### src/rtl/core/spi_sram_access_master_macros.svh
// Assertion macros used by the file that checks the block.
`ifndef SPI_SRAM_ACCESS_MASTER_MACROS_SVH
`define SPI_SRAM_ACCESS_MASTER_MACROS_SVH

// The consequent must hold in the same cycle as the antecedent.
`define SSAM_ASSERT_NOW(lbl, clk, rst, ante, cons, msg) \
   lbl: assert property (@(posedge clk) disable iff (rst) (ante) |-> (cons)) \
      else $error(msg);

// The consequent must hold in the cycle after the antecedent.
`define SSAM_ASSERT_NEXT(lbl, clk, rst, ante, cons, msg) \
   lbl: assert property (@(posedge clk) disable iff (rst) (ante) |=> (cons)) \
      else $error(msg);

`endif

### src/rtl/core/ssam_pkg.sv
package ssam_pkg;

   localparam int unsigned ADDR_FIELD_W = 16;

   localparam logic [1:0] KIND_READ   = 2'd0;
   localparam logic [1:0] KIND_WRITE  = 2'd1;
   localparam logic [1:0] KIND_STATUS = 2'd2;
   localparam logic [1:0] KIND_NONE   = 2'd3;

   localparam logic [7:0] OP_READ   = 8'h03;
   localparam logic [7:0] OP_WRITE  = 8'h02;
   localparam logic [7:0] OP_STATUS = 8'h01;

   localparam logic [7:0] HALF_PERIOD_RESET = 8'd1;
   localparam logic [7:0] STATUS_MODE_RESET = 8'h41;

   localparam logic CSR_HALF_PERIOD = 1'b0;
   localparam logic CSR_STATUS_MODE = 1'b1;

   typedef struct packed {
      logic       cs_n;
      logic       sck;
      logic       si;
      logic [7:0] read_data;
      logic       read_valid;
      logic       busy_res;
   } rsp_type;

endpackage

### src/rtl/core/ssam_engine.sv
module ssam_engine #(
   parameter int unsigned ADDRESS_BITS = 16
) (
   input  logic                                clock,
   input  logic                                reset,
   input  logic                                step,
   input  logic                                start_req,
   input  logic [1:0]                          kind,
   input  logic [ssam_pkg::ADDR_FIELD_W-1:0]   address,
   input  logic [7:0]                          write_data,
   input  logic                                so_in,
   input  logic                                csr_we,
   input  logic                                csr_index,
   input  logic [7:0]                          csr_wdata,
   output ssam_pkg::rsp_type                   result
);
   import ssam_pkg::*;

   localparam int unsigned FRAME_W = ADDRESS_BITS + 16;
   localparam int unsigned IDX_W = $clog2(FRAME_W);
   localparam logic [5:0] BITS_ACCESS = 6'(FRAME_W);
   localparam logic [5:0] BITS_STATUS = 6'd16;
   localparam logic [5:0] BITS_DATA = 6'd8;

   logic [7:0]         half_period_ff, half_period_in;
   logic [7:0]         status_mode_ff, status_mode_in;
   logic               active_ff, active_in;
   logic               phase_ff, phase_in;
   logic [5:0]         bits_left_ff, bits_left_in;
   logic [1:0]         kind_ff, kind_in;
   logic [7:0]         divider_ff, divider_in;
   logic [7:0]         rx_ff, rx_in;
   logic [7:0]         last_read_ff, last_read_in;
   logic [FRAME_W-1:0] frame_ff, frame_in;

   logic [ADDRESS_BITS-1:0] addr_masked;
   logic [7:0]              half_eff;
   logic [7:0]              divider_inc;
   logic [5:0]              bits_dec;
   logic [5:0]              si_pos;
   logic                    read_valid;
   logic                    si;

   assign addr_masked = ADDRESS_BITS'(address);
   assign half_eff = (half_period_ff == 8'd0) ? 8'd1 : half_period_ff;
   assign divider_inc = divider_ff + 8'd1;
   assign bits_dec = (bits_left_ff != 6'd0) ? bits_left_ff - 6'd1 : bits_left_ff;

   always_comb begin
      half_period_in = half_period_ff;
      status_mode_in = status_mode_ff;
      if (csr_we) begin
         unique case (csr_index)
            CSR_HALF_PERIOD: half_period_in = csr_wdata;
            CSR_STATUS_MODE: status_mode_in = csr_wdata;
            default: ;
         endcase
      end
   end

   always_comb begin
      active_in = active_ff;
      phase_in = phase_ff;
      bits_left_in = bits_left_ff;
      kind_in = kind_ff;
      divider_in = divider_ff;
      rx_in = rx_ff;
      last_read_in = last_read_ff;
      frame_in = frame_ff;
      read_valid = 1'b0;
      if (!active_ff) begin
         if (start_req && (kind != KIND_NONE)) begin
            active_in = 1'b1;
            phase_in = 1'b0;
            kind_in = kind;
            divider_in = 8'd0;
            rx_in = 8'd0;
            case (kind)
               KIND_READ: begin
                  frame_in = {OP_READ, addr_masked, 8'h00};
                  bits_left_in = BITS_ACCESS;
               end
               KIND_WRITE: begin
                  frame_in = {OP_WRITE, addr_masked, write_data};
                  bits_left_in = BITS_ACCESS;
               end
               default: begin
                  frame_in = FRAME_W'({OP_STATUS, status_mode_ff});
                  bits_left_in = BITS_STATUS;
               end
            endcase
         end
      end else if (divider_inc >= half_eff) begin
         divider_in = 8'd0;
         if (!phase_ff) begin
            phase_in = 1'b1;
            if ((kind_ff == KIND_READ) && (bits_left_ff <= BITS_DATA)) begin
               rx_in = {rx_ff[6:0], so_in};
            end
         end else begin
            phase_in = 1'b0;
            bits_left_in = bits_dec;
            if (bits_dec == 6'd0) begin
               active_in = 1'b0;
               if (kind_ff == KIND_READ) begin
                  last_read_in = rx_ff;
                  read_valid = 1'b1;
               end
            end
         end
      end else begin
         divider_in = divider_inc;
      end
   end

   assign si_pos = bits_left_in - 6'd1;
   assign si = active_in && (bits_left_in != 6'd0) && frame_in[si_pos[IDX_W-1:0]];

   always_comb begin
      result.cs_n = !active_in;
      result.sck = active_in && phase_in;
      result.si = si;
      result.read_data = last_read_in;
      result.read_valid = read_valid;
      result.busy_res = active_in;
   end

   always_ff @(posedge clock) begin
      if (reset) begin
         half_period_ff <= HALF_PERIOD_RESET;
         status_mode_ff <= STATUS_MODE_RESET;
      end else begin
         half_period_ff <= half_period_in;
         status_mode_ff <= status_mode_in;
      end
   end

   always_ff @(posedge clock) begin
      if (reset) begin
         active_ff <= 1'b0;
         phase_ff <= 1'b0;
         bits_left_ff <= 6'd0;
         kind_ff <= KIND_READ;
         divider_ff <= 8'd0;
         rx_ff <= 8'd0;
         last_read_ff <= 8'd0;
      end else if (step) begin
         active_ff <= active_in;
         phase_ff <= phase_in;
         bits_left_ff <= bits_left_in;
         kind_ff <= kind_in;
         divider_ff <= divider_in;
         rx_ff <= rx_in;
         last_read_ff <= last_read_in;
      end
   end

   always_ff @(posedge clock) begin
      if (step) begin
         frame_ff <= frame_in;
      end
   end

endmodule

### src/rtl/core/ssam_rsp_buf.sv
module ssam_rsp_buf (
   input  logic              clock,
   input  logic              reset,
   input  logic              push,
   input  ssam_pkg::rsp_type push_data,
   input  logic              rsp_stall,
   output logic              full,
   output logic              rsp_valid,
   output ssam_pkg::rsp_type rsp_data
);
   import ssam_pkg::*;

   logic    out_valid_ff, out_valid_in;
   logic    skid_valid_ff, skid_valid_in;
   rsp_type out_ff, out_in;
   rsp_type skid_ff, skid_in;
   logic    pop;

   assign pop = out_valid_ff && !rsp_stall;

   always_comb begin
      out_valid_in = out_valid_ff;
      skid_valid_in = skid_valid_ff;
      out_in = out_ff;
      skid_in = skid_ff;
      if (skid_valid_ff) begin
         if (pop) begin
            out_in = skid_ff;
            skid_valid_in = 1'b0;
         end
      end else if (push) begin
         if (!out_valid_ff || pop) begin
            out_in = push_data;
            out_valid_in = 1'b1;
         end else begin
            skid_in = push_data;
            skid_valid_in = 1'b1;
         end
      end else if (pop) begin
         out_valid_in = 1'b0;
      end
   end

   always_ff @(posedge clock) begin
      if (reset) begin
         out_valid_ff <= 1'b0;
         skid_valid_ff <= 1'b0;
      end else begin
         out_valid_ff <= out_valid_in;
         skid_valid_ff <= skid_valid_in;
      end
   end

   always_ff @(posedge clock) begin
      out_ff <= out_in;
      skid_ff <= skid_in;
   end

   assign full = skid_valid_ff;
   assign rsp_valid = out_valid_ff;
   assign rsp_data = out_ff;

endmodule

### src/rtl/core/spi_sram_access_master.sv
// Channel   Direction  Handshake              Payload
// req       in         req_valid / req_stall  start_req, kind, address, write_data, so_in
// rsp       out        rsp_valid / rsp_stall  cs_n, sck, si, read_data, read_valid, busy_res
// csr       in         csr_we                 csr_index, csr_wdata
//
// Each request is one tick of the serial interface.
// A request can be accepted every cycle while req_stall is low; its response is registered in the output buffer.
// A two-entry output buffer holds responses, so req_stall rises only when both entries are full.
// Synchronous reset returns the engine to idle, empties the output buffer and restores the register defaults.
module spi_sram_access_master #(
   parameter int unsigned ADDRESS_BITS = 16
) (
   input  logic                              clock,
   input  logic                              reset,
   input  logic                              req_valid,
   output logic                              req_stall,
   input  logic                              req_start_req,
   input  logic [1:0]                        req_kind,
   input  logic [ssam_pkg::ADDR_FIELD_W-1:0] req_address,
   input  logic [7:0]                        req_write_data,
   input  logic                              req_so_in,
   output logic                              rsp_valid,
   input  logic                              rsp_stall,
   output logic                              rsp_cs_n,
   output logic                              rsp_sck,
   output logic                              rsp_si,
   output logic [7:0]                        rsp_read_data,
   output logic                              rsp_read_valid,
   output logic                              rsp_busy_res,
   input  logic                              csr_we,
   input  logic                              csr_index,
   input  logic [7:0]                        csr_wdata
);
   import ssam_pkg::*;

   `include "spi_sram_access_master_macros.svh"

   logic    step;
   logic    buf_full;
   rsp_type step_result;
   rsp_type rsp_data;

   assign req_stall = buf_full;
   assign step = req_valid && !buf_full;

   ssam_engine #(
      .ADDRESS_BITS(ADDRESS_BITS)
   ) u_engine (
      .clock(clock),
      .reset(reset),
      .step(step),
      .start_req(req_start_req),
      .kind(req_kind),
      .address(req_address),
      .write_data(req_write_data),
      .so_in(req_so_in),
      .csr_we(csr_we),
      .csr_index(csr_index),
      .csr_wdata(csr_wdata),
      .result(step_result)
   );

   ssam_rsp_buf u_rsp_buf (
      .clock(clock),
      .reset(reset),
      .push(step),
      .push_data(step_result),
      .rsp_stall(rsp_stall),
      .full(buf_full),
      .rsp_valid(rsp_valid),
      .rsp_data(rsp_data)
   );

   assign rsp_cs_n = rsp_data.cs_n;
   assign rsp_sck = rsp_data.sck;
   assign rsp_si = rsp_data.si;
   assign rsp_read_data = rsp_data.read_data;
   assign rsp_read_valid = rsp_data.read_valid;
   assign rsp_busy_res = rsp_data.busy_res;

   `SSAM_ASSERT_NOW(a_valid_ends_access, clock, reset, step && step_result.read_valid, step_result.cs_n && !step_result.busy_res, "read byte reported while the access is still open")
   `SSAM_ASSERT_NOW(a_sck_needs_cs, clock, reset, step && step_result.sck, !step_result.cs_n, "serial clock high with chip select released")
   `SSAM_ASSERT_NOW(a_skid_behind_out, clock, reset, buf_full, rsp_valid, "skid entry held while the output entry is empty")
   `SSAM_ASSERT_NEXT(a_skid_drains, clock, reset, buf_full && !rsp_stall, rsp_valid && !buf_full, "skid entry not moved forward after a response was taken")

endmodule
### config.mk
export PLATFORM = sky130hd
export DESIGN_NAME = spi_sram_access_master
export DESIGN_NICKNAME = d
export VERILOG_FILES = /design/src/rtl/core/ssam_pkg.sv /design/src/rtl/core/ssam_engine.sv /design/src/rtl/core/ssam_rsp_buf.sv /design/src/rtl/core/spi_sram_access_master.sv
export VERILOG_INCLUDE_DIRS = /design/src /design/src/rtl/core
export SDC_FILE = /design/constraint.sdc
export NUM_CORES = 1
export LEC_CHECK = 0
export BUFFER_PORTS_ARGS = -buffer_cell sky130_fd_sc_hd__buf_2
export CAP_MARGIN = 30
export CORE_AREA = 2 2 98 109
export CTS_CLUSTER_DIAMETER = 150
export CTS_CLUSTER_SIZE = 20
export DETAILED_ROUTE_END_ITERATION = 10
export DIE_AREA = 0 0 100 111
export PLACE_DENSITY = 0.79
export SYNTH_ARGS = -nofsm -noshare
export SYNTH_HDL_FRONTEND = slang
export SYNTH_HIERARCHICAL = 1
export SYNTH_SLANG_ARGS = --single-unit
### constraint.sdc
create_clock -name clock -period 11.1 [get_ports clock]
set_input_delay 2.22 -clock clock [delete_from_list [all_inputs] [get_ports clock]]
set_output_delay 2.22 -clock clock [all_outputs]
set_load 0.02 [all_outputs]
=== Word-level counts from Yosys, hierarchy flattened ===
Index checks and enable logic that the tools add are counted.

* Bits in registers: 110
* Output and inout port bits: 15

* Reduce and logical (&&, ||, !) cells: 31
* Equality and inequality tests: 7
* Multiplexer cells: 49
* Order comparisons: 3
* Bitwise gates (word level): 4
* $add $sub $neg: 3

{| class="wikitable"
|+ Operator list
! operator !! count
|-
| $mux 8 || 13
|-
| $mux 32 || 2
|-
| $mux 13 || 4
|-
| $pmux 26 s2 || 1
|-
| $mux 6 || 6
|-
| $mux 1 || 22
|-
| $reduce_and 3->1 || 4
|-
| $reduce_bool 6->1 || 2
|-
| $ne 2x2->1 const B || 5
|-
| $add 8x1->8 const B || 1
|-
| $ge 8x8->1 || 1
|-
| $logic_not 8->1 || 1
|-
| $reduce_bool 2->1 || 4
|-
| $logic_and 1x1->1 || 7
|-
| $le 6x4->1 const B || 1
|-
| $logic_not 6->1 || 1
|-
| $lt 5x6->1 const B || 1
|-
| $reduce_and 2->1 || 3
|-
| $sub 6x1->6 const B || 1
|-
| $bmux 1 s5 || 1
|-
| $reduce_and 5->1 || 1
|-
| $sub 5x1->5 const B || 1
|-
| $logic_not 1->1 || 4
|-
| $logic_not 2->1 || 2
|-
| 5 further kinds || 8
|}

=== Longest topological paths before layout ===
Gate-level depths: netlist of the first run.

* Word-level depth: 12
* Depth in mapped cells: 21

=== Cells and area by module ===
Netlist of the first run, hierarchy kept.

{| class="wikitable"
|+ By module, submodules not included
! module !! cells an instance !! area an instance (µm²) !! sequential area each (µm²) !! instances
|-
| ssam_engine || 511 || 4744.6 || 1961.9 || 1
|-
| ssam_rsp_buf || 53 || 1076.0 || 820.8 || 1
|-
| spi_sram_access_master || 1 || 13.8 || 0.0 || 1
|}

=== Worst setup path before layout of the first run ===
OpenSTA, ideal clock, no wires.

* Path type: input -> register
* Start point: input port req_kind[1]
* End point: register u_rsp_buf.out_ff, in the netlist u_rsp_buf/rsp_data[10], data pin
* Arrival: 4.786 ns
* Slack: 6.054 ns
* Data required time: 10.840 ns
* Path buffers: 3
* Cell stages on the path: 12
* Library setup time: 0.260 ns
* Path through: clkbuf_1 > a21oi_1 > a21oi_4 > a21oi_4 > ha_1 > clkbuf_8 > mux4_2 > mux2_2 > a211oi_1 > a311oi_1 > buf_4 > mux2_2

{| class="wikitable"
|+ RTL lines
! what !! line !! text
|-
| from (decl) || spi_sram_access_master.sv:18 || <nowiki>input logic [1:0] req_kind,</nowiki>
|-
| to (signal assigned) || ssam_rsp_buf.sv:55 || <nowiki>out_ff <= out_in;</nowiki>
|-
| to (decl) || ssam_rsp_buf.sv:15 || <nowiki>rsp_type out_ff, out_in;</nowiki>
|}

==> flow_summary.json, run 1 <==
{
  "fin_crit_sh": 0.4499,
  "timing.critical_path.fanout_max": 14,
  "final.fill_count": 838,
  "timing.critical_path.required_ns": 11.20,
  "grt_pass1_wl_um": 19840,
  "crit_family": "multiplexers",
  "postCtsSetupRepairBufs": 0,
  "cts_sinks": 110,
  "synth-compound-area-share": 0.1596,
  "timing.critical_path.arrival_ns": 5.09,
  "clk-insertion-delay-late_ns": 0.35,
  "final_cells": 731,
  "outcome": "finished, final reports clean",
  "globalRouteTotalUtil": 0.2218,
  "wire_per_inst_um": 16.67,
  "critical_path.cell_chain": "buf_2 > nand2b_1 > a21oi_1 > buf_4 > a21oi_4 > a21oi_4 > ha_1 > mux4_1 > and2b_4 > a211oi_1 > a311oi_1 > mux2_2",
  "grt_setup_unrepaired": "false",
  "drv.max_cap_violation_count": 0,
  "finalNetCount": 656,
  "setup.worst_path.class": "in -> reg",
  "power.static_leakage_nw": 2.426,
  "power_report.internal_total_w": 0.0006949,
  "cts_repair_resize_count": 0,
  "pin_count": 57,
  "synthToLayoutAreaGrowth_pct": 9.243,
  "worst_slack_setup_final_ns": 6.107,
  "die_width_um": 100,
  "timing.fmax_mhz": 200.3,
  "sequentialPowerShare": 0.500,
  "syn_inst": 565,
  "slew_headroom": 0.3679,
  "p_comb_frac": 0.171,
  "largest_family_of_logic_cells_by_synthesized_area": "simple AND/OR/NAND/NOR gates",
  "routed_wl_um": 12180,
  "layout.cells.most_common_list": "sky130_fd_sc_hd__nand2_1, sky130_fd_sc_hd__nor2_1, sky130_fd_sc_hd__edfxtp_1",
  "first_global_vias": 4198,
  "crit_top_cell": "sky130_fd_sc_hd__a21oi_4",
  "timing_hold_violations_final": 0,
  "worstSetupStartpointType": "input pin",
  "placement_cell_area_um2": 6072,
  "synthSimpleGateAreaFrac": 0.1838,
  "root_buffer": "sky130_fd_sc_hd__clkbuf_16",
  "synth_seq_cells": 110,
  "floorplan.core_area_um2": 10150,
  "synth-seq-area-share": 0.4769,
  "dieHeight_um": 111,
  "synth_enable_flop_cells": 58,
  "max_h_tree_level": 3,
  "asyncSetResetFlopFracSynth": 0,
  "synthAdderAreaFrac": 0.02359,
  "synth.cell_area_um2": 5834,
  "grt_start_max_net_pins": 61,
  "synth.yosys.warnings": 6,
  "min-delay-start": "u_engine/rx_ff[7]$_SDFFE_PP0P_",
  "endpoint_of_the_worst_slack_reg_to_reg_timing_path": "u_rsp_buf/rsp_data[10]$_DFFE_PP_",
  "final_period_minus_worst_setup_slack_ns": 4.993,
  "post_synth_num_cell_types": 79,
  "hold_path_end": "u_engine/rx_ff[7]$_SDFFE_PP0P_",
  "power.density_cell_area_nw_per_um2": 149.2,
  "clk_pin_slew_ns": 0.07,
  "tightest_slew_ns": 0.9481,
  "hold_buffers": 0,
  "setup.reg_to_reg.worst_slack_ns": 6.32,
  "drc_violations_left": 0,
  "start_util": 0.5748,
  "worstHoldPathCells": 2,
  "synth_fp_nets": 618,
  "avgSynthCellArea_um2": 10.33,
  "antenna_violating_nets_post_route": 0,
  "synth_xor_area_frac": 0.01201,
  "final_core_util": 0.6280,
  "power.net_switching_w": 0.0002563,
  "most_common_cell_after_layout_fill_and_taps_aside": "sky130_fd_sc_hd__nand2_1",
  "worst_path_largest_cell_delay_ns": 0.65,
  "insertedDiodeCount": 0,
  "cp_num_buf_inv": 2,
  "portBuffers": 56,
  "hp-class": "reg -> reg",
  "post-dp-hpwl_um": 8560,
  "placed_cells_incl_taps": 714,
  "synth_top_flop_cell": "sky130_fd_sc_hd__edfxtp_1",
  "drive_above_1_share": 0.2155,
  "number_of_buffers_inserted_during_clock_tree_synthesis": 9,
  "globalRouteOverflowTotal": 0,
  "timing.final.setup_violations": 0,
  "power.switching_fraction": 0.2694,
  "detailedPlace.worstSlack_ns": 5.782,
  "power.share.clock": 0.329,
  "die_area_um2": 11100,
  "rows": 39,
  "fin_tns_setup_ns": 0,
  "area_of_all_placed_cells_without_fillers_um2": 6374,
  "fin_skew_ns": 0.006531,
  "synth.area.mux_share": 0.08986,
  "drt_pre_antenna_iters": 5,
  "slew_violations": 0,
  "gp_congestion": 0.9062,
  "worst_r2r_path_depth": 17,
  "critPathCaptureType": "flop",
  "tritoncts": "yes",
  "max-clock-path-buffers": 2,
  "peakVddDrop_uv": 84.80,
  "worst_r2r_startpoint": "u_engine/divider_ff[2]$_SDFFE_PP0P_",
  "num_vias": 4481,
  "avgViaCountPerCell": 6.130,
  "number_of_antenna_violations_at_the_first_check_in_global_routing": 0,
  "first_iter_violations": 309,
  "crit_path_top_delay_cell": "sky130_fd_sc_hd__ha_1"
}
-- flip-flops by register name, summed over array words and instances (netlist names), 2 cells and up --
register	cells
u_engine/last_read_ff	8
u_engine/kind_ff	2
u_engine/rx_ff	8
u_engine/divider_ff	8
u_engine/bits_left_ff	6
u_rsp_buf/rsp_data	13
u_rsp_buf/skid_ff	13
u_engine/half_period_ff	8
u_engine/frame_ff	32
u_engine/status_mode_ff	8
-- routing by layer --
layer | vias to the layer above | wire (um) | part of all wire | global-route usage
met3 | 25 | 672 | 0.055 | 0.03405
met4 | 0 | 244 | 0.020 | 0.09224
met2 | 154 | 5824 | 0.48 | 0.3541
met1 | 2147 | 5443 | 0.45 | 0.3015
li1 | 2155 | - | - | -
met5 | - | 0 | 0 | 0
-- final cells by class --
type / instances / area (um2) / share of cell area
Clock buffer: 11 / 254.0 / 0.03985
Clock inverter: 5 / 40.04 / 0.006282
Inverter: 15 / 56.30 / 0.008834
Multi-Input combinational cell: 402 / 2735 / 0.4291
Sequential cell: 110 / 2783 / 0.4366
Tap cell: 123 / 153.9 / 0.02415
Timing Repair Buffer: 65 / 351.6 / 0.05516
-- how the worst max path moves through the flow --
stage / start / to / slack, ns / depth (start not counted)
finish: req_start_req / u_rsp_buf/rsp_data[10]$_DFFE_PP_ / 6.11 / 12
floorplan: req_kind[1] / u_rsp_buf/rsp_data[10]$_DFFE_PP_ / 6.05 / 12
global route: req_kind[1] / u_rsp_buf/rsp_data[10]$_DFFE_PP_ / 5.94 / 11
CTS: req_kind[1] / u_rsp_buf/rsp_data[10]$_DFFE_PP_ / 6.16 / 11
global placement: req_kind[1] / u_rsp_buf/rsp_data[10]$_DFFE_PP_ / 5.92 / 11
detailed placement: req_kind[1] / u_rsp_buf/rsp_data[10]$_DFFE_PP_ / 5.78 / 11
-- per-stage QoR --
step	power, W	hold WS (ns)
finish	0.0009512	0.4554
global route	0.0009914	0.4802
detailed placement	0.0006445	0.4497
global placement	0.0006370	0.4438
floorplan	0.0006064	0.4295
CTS	0.0009562	0.4597
-- power by group through the flow --
stage	clock network (W)	logic, W	registers (W)
CTS	0.000320	0.000161	0.000475
finish	0.000313	0.000162	0.000476
detailed placement	0	0.000160	0.000484
floorplan	0	0.000120	0.000486
global placement	0	0.000154	0.000484
global route	0.000336	0.000178	0.000478
-- kinds of logic (layout without fill, tap and decap cells) --
kind of cell	after synthesis	in the layout
xor gates and xnor gates	8	8
and+or+nand+nor	214	214
muxes	37	37
DFF	110	110
adders and majority gates	11	11
buffers and inverters	53	96
AOI/OAI and AO/OA	132	132
-- cell usage after synthesis, types with 8 or more instances --
| library cell | instances | area (um2) |
|---|---|---|
| sky130_fd_sc_hd__o21ai_0 | 21 | 105.1 |
| sky130_fd_sc_hd__edfxtp_1 | 58 | 1742 |
| sky130_fd_sc_hd__mux2_2 | 13 | 146.4 |
| sky130_fd_sc_hd__nor3_1 | 13 | 65.06 |
| sky130_fd_sc_hd__ha_1 | 11 | 137.6 |
| sky130_fd_sc_hd__inv_1 | 12 | 45.04 |
| sky130_fd_sc_hd__nand3_1 | 21 | 105.1 |
| sky130_fd_sc_hd__a211oi_1 | 8 | 60.06 |
| sky130_fd_sc_hd__a22o_1 | 11 | 96.34 |
| sky130_fd_sc_hd__clkbuf_1 | 22 | 82.58 |
| sky130_fd_sc_hd__nor2_1 | 60 | 225.2 |
| sky130_fd_sc_hd__dfxtp_1 | 52 | 1041 |
| sky130_fd_sc_hd__nand2_1 | 62 | 232.7 |
| sky130_fd_sc_hd__a21oi_1 | 41 | 205.2 |
-- worst min-delay path: cells and delay by family (launching register included) --
kind | cells | cell delay, ns
AOI/OAI and AO/OA | 1 | 0.05
DFF | 1 | 0.31
and+or+nand+nor | 1 | 0.05
Power figures use the tool's default switching activity.
==> run 2, diff against run 1 <==
--- a/config.mk
+++ b/config.mk
@@ -6,14 +6,15 @@
 export SDC_FILE = /design/constraint.sdc
 export NUM_CORES = 1
 export LEC_CHECK = 0
+export ABC_AREA = 1
 export BUFFER_PORTS_ARGS = -buffer_cell sky130_fd_sc_hd__buf_2
 export CAP_MARGIN = 30
-export CORE_AREA = 2 2 98 109
+export CORE_AREA = 2 2 98 110
 export CTS_CLUSTER_DIAMETER = 150
 export CTS_CLUSTER_SIZE = 20
 export DETAILED_ROUTE_END_ITERATION = 10
-export DIE_AREA = 0 0 100 111
-export PLACE_DENSITY = 0.79
+export DIE_AREA = 0 0 100 112
+export PLACE_DENSITY = 0.78
 export SYNTH_ARGS = -nofsm -noshare
 export SYNTH_HDL_FRONTEND = slang
 export SYNTH_HIERARCHICAL = 1
==> constraint.sdc (replaced) <==
create_clock -name clock -period 4.8 [get_ports clock]
set_input_delay 0.96 -clock clock [delete_from_list [all_inputs] [get_ports clock]]
set_output_delay 0.96 -clock clock [all_outputs]
set_load 0.02 [all_outputs]
==> flow_summary.json, run 2 <==
{
  "outcome": "finished, final reports clean",
  "synthToLayoutAreaGrowth_pct": 9.686,
  "post-dp-hpwl_um": 8663,
  "timing_hold_violations_final": 0,
  "slew_headroom": 0.4094,
  "registers.top_by_ff_count": "u_engine/frame_ff",
  "clk_pin_slew_ns": 0.07,
  "number_of_buffers_inserted_during_clock_tree_synthesis": 9,
  "finalNetCount": 800,
  "die_width_um": 100,
  "hp-class": "reg -> reg",
  "peakVddDrop_uv": 184.3,
  "detailedPlace.worstSlack_ns": 0.8059,
  "timing.critical_path.required_ns": 4.91,
  "globalRouteOverflowTotal": 0,
  "tightest_slew_ns": 0.8846,
  "syn_inst": 709,
  "die_area_um2": 11200,
  "antenna_violating_nets_post_route": 0,
  "synth.cell_area_um2": 5826,
  "post_synth_num_cell_types": 47,
  "fin_crit_sh": 0.8561,
  "globalRouteTotalUtil": 0.2291,
  "portBuffers": 56,
  "root_buffer": "sky130_fd_sc_hd__clkbuf_16",
  "grt_pass1_wl_um": 20620,
  "start_util": 0.5740,
  "first_global_vias": 4464,
  "worst_r2r_startpoint": "u_engine/divider_ff[0]$_SDFFE_PP0P_",
  "worst_path_largest_cell_delay_ns": 0.46,
  "routed_wl_um": 12150,
  "min-delay-start": "u_engine/half_period_ff[0]$_SDFFE_PP1P_",
  "avgSynthCellArea_um2": 8.217,
  "most_common_cell_after_layout_fill_and_taps_aside": "sky130_fd_sc_hd__nand2_1",
  "first_iter_violations": 309,
  "drive_above_1_share": 0.1662,
  "timing.fmax_mhz": 243.3,
  "clk-insertion-delay-late_ns": 0.35,
  "setup.worst_path.class": "reg -> reg",
  "number_of_antenna_violations_at_the_first_check_in_global_routing": 0,
  "crit_path_top_delay_cell": "sky130_fd_sc_hd__ha_1",
  "asyncSetResetFlopFracSynth": 0,
  "critPathCaptureType": "flop",
  "synth_enable_flop_cells": 58,
  "pin_count": 57,
  "synth_seq_cells": 110,
  "hold-worst-slack_ns": 0.4661,
  "final_period_minus_worst_setup_slack_ns": 4.109,
  "crit_path_start": "u_engine/divider_ff[0]$_SDFFE_PP0P_",
  "grt_setup_unrepaired": "false",
  "synth.yosys.warnings": 6,
  "fin_tns_setup_ns": 0,
  "synth-seq-area-share": 0.4777,
  "synth_largest_type_area_fraction": 0.2990,
  "power.static_leakage_nw": 2.964,
  "worstSetupStartpointType": "flop",
  "largest_reg_flops": 32,
  "num_vias": 4871,
  "dieHeight_um": 112,
  "cp_num_buf_inv": 1,
  "p_total_w": 0.002270,
  "drt_pre_antenna_iters": 6,
  "crit_family": "simple AND/OR/NAND/NOR gates",
  "synth.area.top_cells": "sky130_fd_sc_hd__edfxtp_1, sky130_fd_sc_hd__dfxtp_1, sky130_fd_sc_hd__nand2_1, sky130_fd_sc_hd__inv_1, sky130_fd_sc_hd__nand3_1",
  "cts_repair_resize_count": 0,
  "rows": 39,
  "timing.critical_path.fanout_max": 25,
  "gp_congestion": 0.9170,
  "netlist.top_cell.by_area": "sky130_fd_sc_hd__edfxtp_1",
  "insertedDiodeCount": 0,
  "synth.most_common_cell": "sky130_fd_sc_hd__nand2_1",
  "timing.final.setup_violations": 0,
  "worst_slack_setup_final_ns": 0.6907,
  "drc_violations_left": 0,
  "hold_buffers": 0,
  "floorplan.core_area_um2": 10150,
  "critical_path.cell_chain": "nand3_1 > nand3b_1 > nand3b_1 > xnor2_1 > ha_1 > a21o_1 > nor2_4 > nand3_2 > nand3_4 > nand2_4 > ha_1 > inv_1 > nand3_1 > nand2_1 > nand2_1 > nand2_1 > nand2_1 > nand2_1 > nand2_1 > nand2_1 > nor2_1 > nand2_1 > nand2_1",
  "crit_top_cell": "sky130_fd_sc_hd__nand2_1",
  "timing.critical_path.arrival_ns": 4.22,
  "slew_violations": 0,
  "wire_per_inst_um": 13.88,
  "postCtsSetupRepairBufs": 0,
  "tritoncts": "yes",
  "synth_top_flop_cell": "sky130_fd_sc_hd__edfxtp_1",
  "cts_sinks": 110,
  "layout.cells.most_common_list": "sky130_fd_sc_hd__nand2_1, sky130_fd_sc_hd__inv_1, sky130_fd_sc_hd__nand3_1",
  "max_h_tree_level": 3,
  "drv.max_cap_violation_count": 0,
  "avgViaCountPerCell": 5.567,
  "max-clock-path-buffers": 2,
  "synth_top_cells_by_count": "sky130_fd_sc_hd__nand2_1, sky130_fd_sc_hd__inv_1, sky130_fd_sc_hd__nand3_1",
  "power.density_cell_area_nw_per_um2": 355.2,
  "fin_skew_ns": 0.009291,
  "synth_fp_nets": 762,
  "grt_start_max_net_pins": 41
}
## run 2: final cells by class
class,count,area [um2]
clock buffers,11,254.0
clock inverters,5,38.79
fillers,886,3760
inverters,96,365.4
multi-input cells,470,2485
flip-flops and latches,110,2783
well taps,123,153.9
repair buffers,60,310.3
## run 2: cell families after synthesis
group	share of synthesized area
adders and majority gates	0.02363
DFF	0.4777
buffers and inverters	0.09665
xor gates and xnor gates	0.009021
AOI/OAI and AO/OA	0.1445
and+or+nand+nor	0.2485
## run 2: final timing paths
path | depth (start not counted) | slack [ns] | endpoint
worst max register to register | 23 | 0.69 | u_rsp_buf/rsp_data[10]$_DFFE_PP_
worst min register to register | 2 | 0.47 | u_engine/half_period_ff[0]$_SDFFE_PP1P_
worst max-delay path | 23 | 0.69 | u_rsp_buf/rsp_data[10]$_DFFE_PP_
worst min-delay path | 2 | 0.47 | u_engine/half_period_ff[0]$_SDFFE_PP1P_
## run 2: layer usage
layer | GRT usage | part of all wire | vias to the layer above
met5 | 0 | 0 | -
met4 | 0.08950 | 0.017 | 0
met3 | 0.04206 | 0.049 | 17
met2 | 0.3730 | 0.48 | 146
met1 | 0.3032 | 0.46 | 2283
li1 | - | - | 2425
## run 2: worst reg2reg max path, cell delays in order (launching register included)
cell	delay, ns
sky130_fd_sc_hd__dfxtp_1	0.41
sky130_fd_sc_hd__nand3_1	0.14
sky130_fd_sc_hd__nand3b_1	0.24
sky130_fd_sc_hd__nand3b_1	0.21
sky130_fd_sc_hd__xnor2_1	0.23
sky130_fd_sc_hd__ha_1	0.30
sky130_fd_sc_hd__a21o_1	0.21
sky130_fd_sc_hd__nor2_4	0.17
sky130_fd_sc_hd__nand3_2	0.16
sky130_fd_sc_hd__nand3_4	0.23
sky130_fd_sc_hd__nand2_4	0.19
sky130_fd_sc_hd__ha_1	0.46
sky130_fd_sc_hd__inv_1	0.24
sky130_fd_sc_hd__nand3_1	0.11
sky130_fd_sc_hd__nand2_1	0.08
sky130_fd_sc_hd__nand2_1	0.05
sky130_fd_sc_hd__nand2_1	0.06
sky130_fd_sc_hd__nand2_1	0.04
sky130_fd_sc_hd__nand2_1	0.06
sky130_fd_sc_hd__nand2_1	0.05
sky130_fd_sc_hd__nand2_1	0.06
sky130_fd_sc_hd__nor2_1	0.05
sky130_fd_sc_hd__nand2_1	0.06
sky130_fd_sc_hd__nand2_1	0.05
## run 2: per-stage QoR
stage	util	instances	area, um2
after floorplan	-	709	5826
after global placement	0.5992	857	6082
after detailed placement	0.6007	859	6097
after CTS	0.6296	875	6390
after global routing	0.6296	875	6390
final	0.6296	875	6390
## run 2: report_power, final
| part | internal (W) | switching (W) |
|---|---|---|
| clock | 0.000388 | 0.000338 |
| sequential | 0.00107 | 0.0000366 |
| combinational | 0.000148 | 0.000287 |
| total | 0.00161 | 0.000661 |
==> run 3, diff against run 2 <==
--- a/config.mk
+++ b/config.mk
@@ -9,12 +9,12 @@
 export ABC_AREA = 1
 export BUFFER_PORTS_ARGS = -buffer_cell sky130_fd_sc_hd__buf_2
 export CAP_MARGIN = 30
-export CORE_AREA = 2 2 98 110
+export CORE_AREA = 2 2 97 109
 export CTS_CLUSTER_DIAMETER = 150
 export CTS_CLUSTER_SIZE = 20
 export DETAILED_ROUTE_END_ITERATION = 10
-export DIE_AREA = 0 0 100 112
-export PLACE_DENSITY = 0.78
+export DIE_AREA = 0 0 99 111
+export PLACE_DENSITY = 0.8
 export SYNTH_ARGS = -nofsm -noshare
 export SYNTH_HDL_FRONTEND = slang
 export SYNTH_HIERARCHICAL = 1
==> constraint.sdc (replaced) <==
create_clock -name clock -period 5.1 [get_ports clock]
set_input_delay 1.02 -clock clock [delete_from_list [all_inputs] [get_ports clock]]
set_output_delay 1.02 -clock clock [all_outputs]
set_load 0.02 [all_outputs]
==> flow_summary.json, run 3 (synthesis results as in run 2) <==
{
  "timing.fmax_mhz": 246.3,
  "most_common_cell_after_layout_fill_and_taps_aside": "sky130_fd_sc_hd__nand2_1",
  "outcome": "finished, final reports clean",
  "hold_buffers": 0,
  "fin_tns_setup_ns": 0,
  "pin_count": 57,
  "power.net_switching_w": 0.0006315,
  "timing.critical_path.fanout_max": 25,
  "die_width_um": 99,
  "sequentialPowerShare": 0.479,
  "timing.final.setup_violations": 0,
  "globalRouteOverflowTotal": 0,
  "grt_setup_unrepaired": "false",
  "root_buffer": "sky130_fd_sc_hd__clkbuf_16",
  "cts_repair_resize_count": 0,
  "grt_pass1_wl_um": 20910,
  "peakVddDrop_uv": 210.8,
  "first_iter_violations": 290,
  "avgViaCountPerCell": 5.495,
  "grt_util_met1": 0.2974,
  "tritoncts": "yes",
  "tightest_slew_ns": 0.9046,
  "power_report.internal_total_w": 0.001551,
  "timing.critical_path.arrival_ns": 4.16,
  "endpoint_of_the_worst_slack_reg_to_reg_timing_path": "u_rsp_buf/rsp_data[10]$_DFFE_PP_",
  "power.switching_fraction": 0.2893,
  "portBuffers": 56,
  "worst_r2r_path_depth": 20,
  "synthToLayoutAreaGrowth_pct": 9.944,
  "hp-class": "reg -> reg",
  "fin_skew_ns": 0.006557,
  "rows": 39,
  "insertedDiodeCount": 0,
  "layout.cells.most_common_list": "sky130_fd_sc_hd__nand2_1, sky130_fd_sc_hd__inv_1, sky130_fd_sc_hd__nand3_1",
  "final_core_util": 0.6403,
  "slew_violations": 0,
  "gp_congestion": 0.9270,
  "dieHeight_um": 111,
  "largest_reg_flops": 32,
  "worstSetupStartpointType": "flop",
  "p_comb_frac": 0.187,
  "final.fill_count": 837,
  "worst_r2r_startpoint": "u_engine/divider_ff[0]$_SDFFE_PP0P_",
  "setup.worst_path.class": "reg -> reg",
  "p_total_w": 0.002183,
  "finalNetCount": 799,
  "cts_sinks": 110,
  "slew_headroom": 0.3961,
  "max_h_tree_level": 3,
  "first_global_vias": 4719,
  "drive_above_1_share": 0.1664,
  "drv.max_cap_violation_count": 0,
  "die_area_um2": 10990,
  "multi_input_comb_area_um2": 2485,
  "post-dp-hpwl_um": 8645,
  "start_util": 0.5824,
  "postCtsSetupRepairBufs": 0,
  "clk_pin_slew_ns": 0.07,
  "power.static_leakage_nw": 2.970,
  "cp_endpoint": "u_rsp_buf/rsp_data[10]$_DFFE_PP_",
  "crit_path_start": "u_engine/divider_ff[0]$_SDFFE_PP0P_",
  "timing.critical_path.required_ns": 5.20,
  "antenna_violating_nets_post_route": 0,
  "drc_violations_left": 0,
  "timing_hold_violations_final": 0,
  "grt_start_max_net_pins": 51,
  "met3_global_route_usage": 0.04035,
  "registers.top_by_ff_count": "u_engine/frame_ff",
  "global_route.peak_usage_layer": "met2",
  "power.density_cell_area_nw_per_um2": 340.8,
  "power.share.clock": 0.334,
  "setup.reg_to_reg.worst_slack_ns": 1.04,
  "num_vias": 4803,
  "wire_per_inst_um": 14.03,
  "number_of_antenna_violations_at_the_first_check_in_global_routing": 0,
  "number_of_buffers_inserted_during_clock_tree_synthesis": 9,
  "clk-insertion-delay-late_ns": 0.35,
  "routed_wl_um": 12260,
  "max-clock-path-buffers": 2,
  "regArea_um2": 2783,
  "fin_crit_sh": 0.7961,
  "globalRouteTotalUtil": 0.2323,
  "final_period_minus_worst_setup_slack_ns": 4.060,
  "grt.met2_usage": 0.3892,
  "floorplan.core_area_um2": 10000,
  "critPathCaptureType": "flop",
  "drt_pre_antenna_iters": 6
}
run 3: stage by stage:
stage,hold WS (ns),area (um2),std cells,worst slack (ns)
2_1_floorplan,0.4245,5826,709,1.403
3_3_place_gp,0.4416,6075,856,1.331
3_5_place_dp,0.4467,6090,858,1.119
4_1_cts,0.4584,6405,874,1.064
5_1_grt,0.4910,6405,874,0.6829
6_report,0.4553,6405,874,1.040
run 3: critical path, stage by stage (launching register included):
cell,delay (ns)
sky130_fd_sc_hd__dfxtp_1,0.40
sky130_fd_sc_hd__nand3_1,0.13
sky130_fd_sc_hd__nand3b_1,0.20
sky130_fd_sc_hd__nand3b_1,0.19
sky130_fd_sc_hd__xnor2_1,0.21
sky130_fd_sc_hd__ha_1,0.29
sky130_fd_sc_hd__a21o_1,0.21
sky130_fd_sc_hd__nor2_4,0.17
sky130_fd_sc_hd__nand3_2,0.15
sky130_fd_sc_hd__nand3_4,0.23
sky130_fd_sc_hd__nand2_4,0.19
sky130_fd_sc_hd__ha_1,0.52
sky130_fd_sc_hd__inv_1,0.21
sky130_fd_sc_hd__nand3_1,0.15
sky130_fd_sc_hd__o21ai_1,0.08
sky130_fd_sc_hd__nand2_1,0.07
sky130_fd_sc_hd__nand3_1,0.08
sky130_fd_sc_hd__a21oi_1,0.15
sky130_fd_sc_hd__nor2_1,0.08
sky130_fd_sc_hd__nand2_1,0.06
sky130_fd_sc_hd__nand2_1,0.05
run 3: per-layer routing:
metal | wire length (um) | up-vias | part of all wire
li1 | - | 2426 | -
met1 | 5395 | 2228 | 0.44
met2 | 5981 | 132 | 0.49
met3 | 676 | 17 | 0.055
met4 | 204 | 0 | 0.017
met5 | 0 | - | 0
run 3: final cells by class:
cell class	instances	share of cell area
clock buffers	10	0.03731
multi-input cells	470	0.3880
clock inverters	6	0.01192
well taps	123	0.02403
repair buffers	59	0.04727
flip-flops and latches	110	0.4345
inverters	96	0.05704
run 3: how the worst min path moves through the flow:
stage / start / endpoint / cells after the start
2_1_floorplan: u_engine/status_mode_ff[1]$_SDFFE_PP0P_ / u_engine/status_mode_ff[1]$_SDFFE_PP0P_ / 2
3_3_place_gp: u_engine/status_mode_ff[2]$_SDFFE_PP0P_ / u_engine/status_mode_ff[2]$_SDFFE_PP0P_ / 2
3_5_place_dp: u_engine/status_mode_ff[2]$_SDFFE_PP0P_ / u_engine/status_mode_ff[2]$_SDFFE_PP0P_ / 2
4_1_cts: u_engine/status_mode_ff[2]$_SDFFE_PP0P_ / u_engine/status_mode_ff[2]$_SDFFE_PP0P_ / 2
5_1_grt: u_engine/status_mode_ff[1]$_SDFFE_PP0P_ / u_engine/status_mode_ff[1]$_SDFFE_PP0P_ / 2
6_report: u_engine/status_mode_ff[2]$_SDFFE_PP0P_ / u_engine/status_mode_ff[2]$_SDFFE_PP0P_ / 2
run 3: power by group through the flow:
stage	registers (W)	clock network [W]	logic [W]
2_1_floorplan	0.00107	0	0.000306
3_3_place_gp	0.00106	0	0.000387
3_5_place_dp	0.00106	0	0.000402
4_1_cts	0.00105	0.000744	0.000407
5_1_grt	0.00105	0.000776	0.000463
6_report	0.00105	0.000728	0.000409
